**src/sv/crtess_pkg.sv**
```systemverilog
// shared types and constants of the catmull-rom tessellator
`default_nettype none

package crtess_pkg;

  localparam int COORD_BITS_DEF  = 24;
  localparam int MAX_SAMPLES_DEF = 32;

  localparam int              CFG_W     = 6;
  localparam logic [CFG_W-1:0] CFG_RESET = 6'd12;

  typedef enum logic [3:0] {
    ST_IDLE,
    ST_PASS,
    ST_SETUP1,
    ST_SETUP2,
    ST_SETUP3,
    ST_H0,
    ST_H1,
    ST_H2,
    ST_H3,
    ST_DIV_LOAD,
    ST_DIV,
    ST_EMIT
  } ctrl_state_t;

  // which window entries feed P0..P3 of a segment (entry 0 is the newest point)
  typedef enum logic [1:0] {
    SEG_OPEN,        // 2,2,1,0 : first segment, start clamped
    SEG_MID,         // 3,2,1,0
    SEG_CLOSE_SHORT, // 1,1,0,0 : two-point curve
    SEG_CLOSE        // 2,1,0,0 : last segment, end clamped
  } seg_t;

  typedef enum logic [3:0] {
    DP_IDLE,
    DP_LOAD,
    DP_SETUP1,
    DP_SETUP2,
    DP_SETUP3,
    DP_H0,
    DP_H1,
    DP_H2,
    DP_H3,
    DP_DIV_LOAD,
    DP_DIV_STEP,
    DP_OUT_PASS,
    DP_OUT_SAMPLE
  } dp_op_t;

  typedef struct packed {
    dp_op_t op;
    seg_t   seg;
  } dp_cmd_t;

  typedef struct packed {
    logic sample_last;
    logic div_last;
  } dp_status_t;

endpackage

`default_nettype wire

```
**src/sv/crtess_ctrl.sv**
```systemverilog
// controller: curve sequencing, sample and division steps, output handshake
`default_nettype none

module crtess_ctrl (
  input  logic                   clk,
  input  logic                   rst_n,
  input  logic                   in_valid,
  output logic                   in_stall,
  input  logic                   in_final_point,
  output logic                   out_valid,
  input  logic                   out_stall,
  output logic                   out_run_end,
  output logic                   out_curve_end,
  output crtess_pkg::dp_cmd_t    cmd,
  input  crtess_pkg::dp_status_t status
);
  import crtess_pkg::*;

  ctrl_state_t state_r, state_nxt;
  logic [1:0]  seen_r, seen_nxt;
  logic        fin_r, fin_nxt;
  logic        second_r, second_nxt;
  seg_t        seg_r, seg_nxt;
  logic        out_valid_r, out_valid_nxt;
  logic        run_end_r, run_end_nxt;
  logic        curve_end_r, curve_end_nxt;

  logic        in_accept;
  logic        out_free;
  logic        out_load;
  logic        last_run;

  assign in_stall  = !rst_n || (state_r != ST_IDLE);
  assign in_accept = in_valid && !in_stall;
  assign out_free  = !out_valid_r || !out_stall;

  always_ff @(posedge clk) begin
    if (!rst_n) begin
      state_r     <= ST_IDLE;
      seen_r      <= 2'd0;
      fin_r       <= 1'b0;
      second_r    <= 1'b0;
      seg_r       <= SEG_OPEN;
      out_valid_r <= 1'b0;
    end else begin
      state_r     <= state_nxt;
      seen_r      <= seen_nxt;
      fin_r       <= fin_nxt;
      second_r    <= second_nxt;
      seg_r       <= seg_nxt;
      out_valid_r <= out_valid_nxt;
    end
  end

  always_ff @(posedge clk) begin
    run_end_r   <= run_end_nxt;
    curve_end_r <= curve_end_nxt;
  end

  always_comb begin
    state_nxt     = state_r;
    seen_nxt      = seen_r;
    fin_nxt       = fin_r;
    second_nxt    = second_r;
    seg_nxt       = seg_r;
    run_end_nxt   = run_end_r;
    curve_end_nxt = curve_end_r;
    out_load      = 1'b0;
    last_run      = 1'b0;
    cmd.op        = DP_IDLE;
    cmd.seg       = seg_r;

    unique case (state_r)
      ST_IDLE: begin
        if (in_accept) begin
          cmd.op  = DP_LOAD;
          fin_nxt = in_final_point;
          if (in_final_point) begin
            seen_nxt = 2'd0;
          end else if (seen_r != 2'd3) begin
            seen_nxt = seen_r + 2'd1;
          end
          priority if (seen_r == 2'd0) begin
            state_nxt = ST_PASS;
          end else if (seen_r == 2'd1) begin
            // second point only closes a segment when it ends the curve
            if (in_final_point) begin
              seg_nxt    = SEG_CLOSE_SHORT;
              second_nxt = 1'b0;
              state_nxt  = ST_SETUP1;
            end
          end else begin
            seg_nxt    = (seen_r == 2'd3) ? SEG_MID : SEG_OPEN;
            second_nxt = in_final_point;
            state_nxt  = ST_SETUP1;
          end
        end
      end
      ST_PASS: begin
        if (out_free) begin
          cmd.op        = DP_OUT_PASS;
          out_load      = 1'b1;
          run_end_nxt   = 1'b1;
          curve_end_nxt = fin_r;
          state_nxt     = ST_IDLE;
        end
      end
      ST_SETUP1: begin
        cmd.op    = DP_SETUP1;
        state_nxt = ST_SETUP2;
      end
      ST_SETUP2: begin
        cmd.op    = DP_SETUP2;
        state_nxt = ST_SETUP3;
      end
      ST_SETUP3: begin
        cmd.op    = DP_SETUP3;
        state_nxt = ST_H0;
      end
      ST_H0: begin
        cmd.op    = DP_H0;
        state_nxt = ST_H1;
      end
      ST_H1: begin
        cmd.op    = DP_H1;
        state_nxt = ST_H2;
      end
      ST_H2: begin
        cmd.op    = DP_H2;
        state_nxt = ST_H3;
      end
      ST_H3: begin
        cmd.op    = DP_H3;
        state_nxt = ST_DIV_LOAD;
      end
      ST_DIV_LOAD: begin
        cmd.op    = DP_DIV_LOAD;
        state_nxt = ST_DIV;
      end
      ST_DIV: begin
        cmd.op = DP_DIV_STEP;
        if (status.div_last) begin
          state_nxt = ST_EMIT;
        end
      end
      ST_EMIT: begin
        if (out_free) begin
          cmd.op        = DP_OUT_SAMPLE;
          out_load      = 1'b1;
          last_run      = status.sample_last && !second_r;
          run_end_nxt   = last_run;
          curve_end_nxt = last_run && fin_r;
          if (!status.sample_last) begin
            state_nxt = ST_H0;
          end else if (second_r) begin
            // closing point: clamped end segment follows
            second_nxt = 1'b0;
            seg_nxt    = SEG_CLOSE;
            state_nxt  = ST_SETUP1;
          end else begin
            state_nxt = ST_IDLE;
          end
        end
      end
      default: begin
        state_nxt = ST_IDLE;
      end
    endcase

    if (out_load) begin
      out_valid_nxt = 1'b1;
    end else if (!out_stall) begin
      out_valid_nxt = 1'b0;
    end else begin
      out_valid_nxt = out_valid_r;
    end
  end

  assign out_valid     = out_valid_r;
  assign out_run_end   = run_end_r;
  assign out_curve_end = curve_end_r;

endmodule

`default_nettype wire

```
**config.mk**
```make
export PLATFORM = sky130hd
export DESIGN_NAME = crtess_ctrl
export DESIGN_NICKNAME = d
export VERILOG_FILES = /design/src/sv/crtess_pkg.sv /design/src/sv/crtess_ctrl.sv
export SDC_FILE = /design/constraint.sdc
export NUM_CORES = 1
export LEC_CHECK = 0
export BUFFER_PORTS_ARGS = -buffer_cell sky130_fd_sc_hd__buf_2
export CAP_MARGIN = 5
export CORE_MARGIN = 2
export CORE_UTILIZATION = 53
export DETAILED_ROUTE_END_ITERATION = 16
export PLACE_DENSITY_LB_ADDON = 0.12
export SYNTH_ARGS = -nofsm -noshare
export SYNTH_HDL_FRONTEND = slang
export SYNTH_SLANG_ARGS = --single-unit
```
**constraint.sdc**
```tcl
create_clock -name clk -period 1.95 [get_ports clk]
set_clock_uncertainty 0.2 [all_clocks]
set_input_delay 0.0975 -clock clk [delete_from_list [all_inputs] [get_ports clk]]
set_output_delay 0.0975 -clock clk [all_outputs]
set_load 0.05 [all_outputs]
```
==> results of run 1 <==
[routing by layer]
metal	wire length [um]	part of all wire [%]	vias to the layer above
li1	-	-	466
met1	939	46	383
met2	889	44	40
met3	166	8.2	5
met4	34	1.7	0
met5	0	0	-
[worst max-delay path: stages, from the launching register on]
cell     delay (ps)
dfxtp_1         360
buf_4           170
and2_0          170
buf_4           160
nor2_2           50
a21o_1          180
buf_4           180
[registers in the layout, indices dropped and copies added, names as in the netlist]
name	count
fin_r	1
seg_r	2
out_curve_end	1
out_valid	1
out_run_end	1
state_r	4
seen_r	2
second_r	1
[where the power goes]
group / internal [uW] / leakage [uW] / switching [uW]
combinational: 96.3 / 0.000367 / 178
clock: 79.6 / 0.0000150 / 100
sequential: 288 / 0.000106 / 15.0
total: 464 / 0.000488 / 293
[worst max path at each step]
stage / startpoint / end / slack (ps) / cells after the start
6_report: state_r[0] / cmd[5] / 90 / 6
5_1_grt: seen_r[1] / state_r[1] / 20 / 7
4_1_cts: state_r[2] / cmd[5] / 10 / 5
3_5_place_dp: seen_r[0] / state_r[0] / 70 / 7
3_3_place_gp: seen_r[0] / state_r[0] / 130 / 7
2_1_floorplan: state_r[0] / cmd[3] / 60 / 3
[cells in the final DEF (no fill, tap or decap), drive strengths merged, types with 5 or more instances in the layout]
cell type and count:
buf 23, nand2 13, nor2 13, o21ai 13
dfxtp 11, inv 7, nand3 5, a21oi 5
and2 5
[final cells by class]
class                           instances  area [um^2]
Clock buffer                            4         26.3
Fill cell                             133          475
Inverter                                7         26.3
Multi-Input combinational cell         90          572
Sequential cell                        13          284
Tap cell                               16         20.0
Timing Repair Buffer                   25          155
[repair_timing]
item / CTS / global route
resized for setup: 1 / 8
hold endpoints to repair: 4 / 0
hold buffers: 2 / 0
endpoints found under the setup margin: 1 / 3
[through the flow]
| step | area [um^2] | hold slack [ps] |
|---|---|---|
| 4_1_cts | 1070 | 44.0 |
| 3_5_place_dp | 1020 | 182 |
| 6_report | 1080 | 24.1 |
| 2_1_floorplan | 905 | 48.0 |
| 5_1_grt | 1080 | 44.6 |
| 3_3_place_gp | 1020 | 169 |
[cell families (layout without fill, tap and decap cells)]
family	count (synthesis)	in the layout	share of synthesized area [%]
buf+inv	13	36	6.64
mux	4	4	4.43
fa+ha+maj	4	4	5.53
simple gates	44	44	24.6
compound gates	38	38	27.8
flops	13	13	31.0
==> results.md, run 1 <==
* Cell Area, Synth at between 900 and 1000 um^2
* Minimum clock period after layout at approximately 1900 ps
* Syn_area_per_cell at around 7.8 um^2
* Type of the setup path with the least slack: flop to output port
* Run status: finished, final reports clean
* Layout cell share with drive strength beyond 1 at between 20% and 30%
* Net count, final at 151
* Signed area change from the synthesized netlist to the final layout at 19.8%
* Count of standard-cell rows at 14
* Overall via count from detail_route at 894
* Ranking of synthesized cells by instance count: nand2_1, nor2_1, dfxtp_1, o21ai_0, inv_1
* Inserted Clock Buffers at 3
* Number of cells on the worst hold path at 4
* Wire length of the first global-routing pass at ~3300 um
* Class of the tightest hold or removal check: input port to flop
* Flop-to-flop setup slack at about 100 ps
* Drt first-iter violations at 27
* Area fraction of the dominant cell type after synthesis at 24.3%
* Global routing usage summed across all routing layers at 21.9%
* Final wirelength at ~2000 um
* Number of antenna violations at the first check in global routing at 0
* Number of enable flip-flop cells after synthesis at 2
* Post-synthesis async set-or-reset flop share at 0%
* Weighted congestion at the end of routability-driven global placement at 0.855
* Area of the die at around 2100 um^2
* Data required time of the critical path at 1650 ps
* Cell at the root of the clock tree: clkbuf_4
* Mean number of vias per cell at 5.77
* Most area-hungry cell type in the Yosys netlist: dfxtp_1
* Leakage power total at between 0.0004 and 0.0005 uW
* Yosys warns at 0
* Share of the clock period used by the worst path after layout at between 90% and 100%
* Clock tree from TritonCTS: built
* Gate count of the mapped netlist at about 120
* Flops & latches, synth at 13
* Clock insertion delay at the later pin of the skew report at between 200 and 300 ps
* Post-route setup slack at between 90 and 100 ps
* Worst slew slack as a fraction of its limit at between 70% and 80%
* Cell area power density at 698 nW/um^2
* Post-CTS clock slew at the launch and capture registers of the worst setup and hold paths at around 100 ps
* Sequential element share of the synthesized area at 31.0%
* Total global routing overflow at 0
* Starting utilization of the core area at between 50 and 60%
* Synth Flop Type: dfxtp_1
* Maximum ir drop on the vdd rail at 497 uV
* Number of slew-limit violations in the final report at 0
* Final core area utilization at between 60% and 70%
* Number of port buffers at 16
* Highest-utilization routing layer at the global route stage: met2
* Met1 demand-to-capacity share in global routing at around 30%
* Post-synthesis cell type count at 39
* Maximum net fanout on the critical path at 8
* Sum of negative setup slack at 0 ps
* WHS Endpoint: state_r[2]
* Launching element type of the critical path: flop
* Die Width at between 40 and 50 um
* Number of cells on the worst reg-to-reg path at 6
* Post-Synthesis Net Count at 127
* Number of levels in the clock H-tree at 1
* Floorplan Core Area at 1560 um^2
* Num ports at 17
* Maximum number of pins on one net before global-route repair at 18
* Die span in y at roughly 45 um
* Detailed placement HPWL at between 1000 and 1500 um
* Total power of the final layout at around 760 uW
* Vias in the first global route at 781
* # clock sinks at 13
* Transition at the pin with the smallest max-transition slack at approximately 320 ps
* RSZ-0062 raised after global routing: no
* Critical R2R Launch: seen_r[1]
* Leading cell types by total area after synthesis: dfxtp_1, edfxtp_1, o21ai_0
* Met3 routing resource usage after global routing at ~3.6%
* Hold Vio Cnt, Final at 0
* Terminus of the critical flop-to-flop path: state_r[0]
* Total setup buffers inserted after CTS at 0
* Final setup fails at 0
* Startpoint of the most critical hold path: rst_n
* Global-route met2 utilization at about a third
* Arrival time of data at the critical path endpoint at 1560 ps
* Fmax achieved at ~540 MHz
* Average detailed-routed wire length per instance at roughly 13 um
* Type of destination of the critical path: output port
* Post-detailed-route count of antenna-violating nets at 0
* Pre-CTS WS at 72.6 ps
* CTS max path bufs at 2
* Final instance count without filler cells at around 160
* Reported max-cap violation count at 0
* Antenna Diode Count at 0
* First-pass iteration count of the detailed router at 4
* Number of placed cells counting well taps at about 150
* DR DRC count at 0
Power figures use the tool's default switching activity.
==> run 2, diff against run 1 <==
--- a/config.mk
+++ b/config.mk
@@ -9,6 +9,7 @@
 export CAP_MARGIN = 5
 export CORE_MARGIN = 2
 export CORE_UTILIZATION = 53
+export CTS_BUF_LIST = sky130_fd_sc_hd__clkbuf_4 sky130_fd_sc_hd__clkbuf_8 sky130_fd_sc_hd__clkbuf_16
 export DETAILED_ROUTE_END_ITERATION = 16
 export PLACE_DENSITY_LB_ADDON = 0.12
 export SYNTH_ARGS = -nofsm -noshare
==> run 2 against run 1 <==
  * First-iteration DRC count down 22%
  * Via count rose by 0.89%
  * Count of clock-buffer cells in the layout did not move
  * Design area increased by 0.35%
  * Sequential share of layout area is 0.090 points lower
  * Global-route usage is 0.082 points higher
  * Cell count unchanged
  * Non-clock buffer count unchanged
  * Core utilization rose by 0.24 points
  * Total power rose by 1.7%
  * Critical path depth unchanged
  * Combinational power is essentially flat
==> results.md, run 2 (synthesis results as in run 1) <==
* Net Switching at 292 uW (-0.46%)
* Area of the die at 2050 um^2 (unchanged)
* Number of cells on the worst reg-to-reg path at 7 (+1)
* Detailed placement HPWL at 1490 um (unchanged)
* Floorplan Core Area at 1560 um^2 (unchanged)
* WHS Endpoint: state_r[2]
* Registers with the highest flip-flop counts: state_r (4), seen_r (2), seg_r (2)
* Mean number of vias per cell at 5.82 (+0.89%)
* Startpoint of the most critical hold path: rst_n
* Flop-to-flop setup slack at 100 ps (about the same)
* Final setup fails at 0 (unchanged)
* Leakage power total at 0.000491 uW (+0.70%)
* Num ports at 17 (unchanged)
* Drt first-iter violations at 21 (-22%)
* Run status: finished, final reports clean
* Number of cells on the worst hold path at 4 (unchanged)
* Comb pwr share at 35.7% (-0.5 points)
* Inserted Clock Buffers at 3 (unchanged)
* Maximum ir drop on the vdd rail at 523 uV (+5.4%)
* Arrival time of data at the critical path endpoint at 1560 ps (about the same)
* Final core area utilization at 69.7% (+0.24 points)
* Maximum net fanout on the critical path at 8 (unchanged)
* Critical R2R Launch: seen_r[0]
* Register bank with the most flops: state_r
* Number of placed cells counting well taps at 149 (unchanged)
* Reported max-cap violation count at 0 (unchanged)
* Commonest non-fill, non-tap cell in the layout: buf_2
* Data required time of the critical path at 1650 ps (about the same)
* Net count, final at 151 (unchanged)
* Minimum clock period after layout at 1860 ps (-0.938 ps)
* Weighted congestion at the end of routability-driven global placement at 0.855 (unchanged)
* Wire length of the first global-routing pass at 3260 um (-0.21%)
* Post-CTS clock slew at the launch and capture registers of the worst setup and hold paths at 90 ps (about the same)
* Global routing usage summed across all routing layers at 22.0% (+0.082 points)
* First-pass iteration count of the detailed router at 4 (unchanged)
* Count of standard-cell rows at 14 (unchanged)
* CTS max path bufs at 2 (unchanged)
* Worst slew slack as a fraction of its limit at 78.8% (about the same)
* Clock insertion delay at the later pin of the skew report at 290 ps (about the same)
* Most frequent cells in the layout: buf_2, nand2_1, nor2_1
* Die span in y at 45.3 um (unchanged)
* Number of slew-limit violations in the final report at 0 (unchanged)
* Transition at the pin with the smallest max-transition slack at 315 ps (+0.155 ps)
* Number of levels in the clock H-tree at 1 (unchanged)
* Part of the power in registers at 39.3% (-0.7 points)
* Clock group share of total power at 25.0% (+1.2 points)
* Final instance count without filler cells at 155 (unchanged)
* Fmax achieved at 539 MHz (about the same)
* Terminus of the critical flop-to-flop path: state_r[0]
* Number of antenna violations at the first check in global routing at 0 (unchanged)
* # clock sinks at 13 (unchanged)
* Hold Vio Cnt, Final at 0 (unchanged)
* Average detailed-routed wire length per instance at 13.0 um (-0.44%)
* Launching element type of the critical path: flop
* Cell area power density at 707 nW/um^2 (+1.3%)
* Largest register FFs at 4 (unchanged)
* Signed area change from the synthesized netlist to the final layout at 20.2%
* Total setup buffers inserted after CTS at 0 (unchanged)
* Type of the setup path with the least slack: flop to output port
* Antenna Diode Count at 0 (unchanged)
* RSZ-0062 raised after global routing: no
* Layout cell share with drive strength beyond 1 at 26.6% (+0.72 points)
* Clock tree from TritonCTS: built
* Die Width at 45.3 um (unchanged)
* Starting utilization of the core area at 58.0% (unchanged)
* Type of destination of the critical path: output port
* Overall via count from detail_route at 902 (+0.89%)
* Post-detailed-route count of antenna-violating nets at 0 (unchanged)
* Internal power of the cells at 478 uW (+3.0%)
* Cell at the root of the clock tree: clkbuf_4
* DR DRC count at 0 (unchanged)
* Final wirelength at 2020 um (-0.44%)
* Number of port buffers at 16 (unchanged)
* Sum of negative setup slack at 0 ps (unchanged)
* Maximum number of pins on one net before global-route repair at 18 (unchanged)
* Share of the clock period used by the worst path after layout at 95.2% (about the same)
* Class of the tightest hold or removal check: input port to flop
* Vias in the first global route at 784 (+0.38%)
* Total global routing overflow at 0 (unchanged)
* Switching power share of the total at 37.9% (-0.81 points)
## run 2: metrics by stage
| step | total power (uW) | hold WS, ps | area, um^2 | worst slack [ps] |
|---|---|---|---|---|
| 2_1_floorplan | 513 | 48.0 | 905 | 62.7 |
| 3_3_place_gp | 571 | 169 | 1020 | 131 |
| 3_5_place_dp | 573 | 182 | 1020 | 72.6 |
| 4_1_cts | 763 | 43.8 | 1070 | 12.1 |
| 5_1_grt | 810 | 44.6 | 1090 | 21.2 |
| 6_report | 769 | 26.2 | 1090 | 93.0 |
## run 2: critical path, cell delays in order (launching register included)
cell	delay, ps
dfxtp_1	360
buf_4	160
and2_0	170
buf_4	160
nor2_2	50
a21o_1	180
buf_4	180
## run 2: how the worst max path moves through the flow
stage,start,to,cells past startpoint
after global placement,seen_r[0],state_r[0],7
final,state_r[0],cmd[5],6
after detailed placement,seen_r[0],state_r[0],7
after floorplan,state_r[0],cmd[3],3
after global routing,seen_r[1],state_r[1],7
after CTS,state_r[2],cmd[5],5
## run 2: routing by layer
layer | track usage, % | wire length (um) | up-vias
met5 | 0 | 0 | -
met4 | 8.82 | 34 | 0
met3 | 3.60 | 118 | 5
met2 | 34.9 | 891 | 34
met1 | 29.5 | 977 | 399
li1 | - | - | 464
## run 2: what timing repair did
item,in CTS,in global routing
setup endpoints to repair,1,3
resized for setup,1,8
endpoints found under the hold margin,4,0
hold buffers,2,0
## run 2: layout make-up
class                      count  area, um^2
multi-input combinational     90         572
clock buffer                   4        30.0
timing repair buffer          25         155
inverter                       7        26.3
fill                         133         472
sequential                    13         284
tap                           16        20.0
## run 2: power groups by stage
stage          Clock (uW)  Sequential (uW)  Combinational (uW)
4_1_cts               191              302                 269
2_1_floorplan           0              321                 192
6_report              193              302                 274
5_1_grt               209              305                 297
3_5_place_dp            0              308                 265
3_3_place_gp            0              307                 264
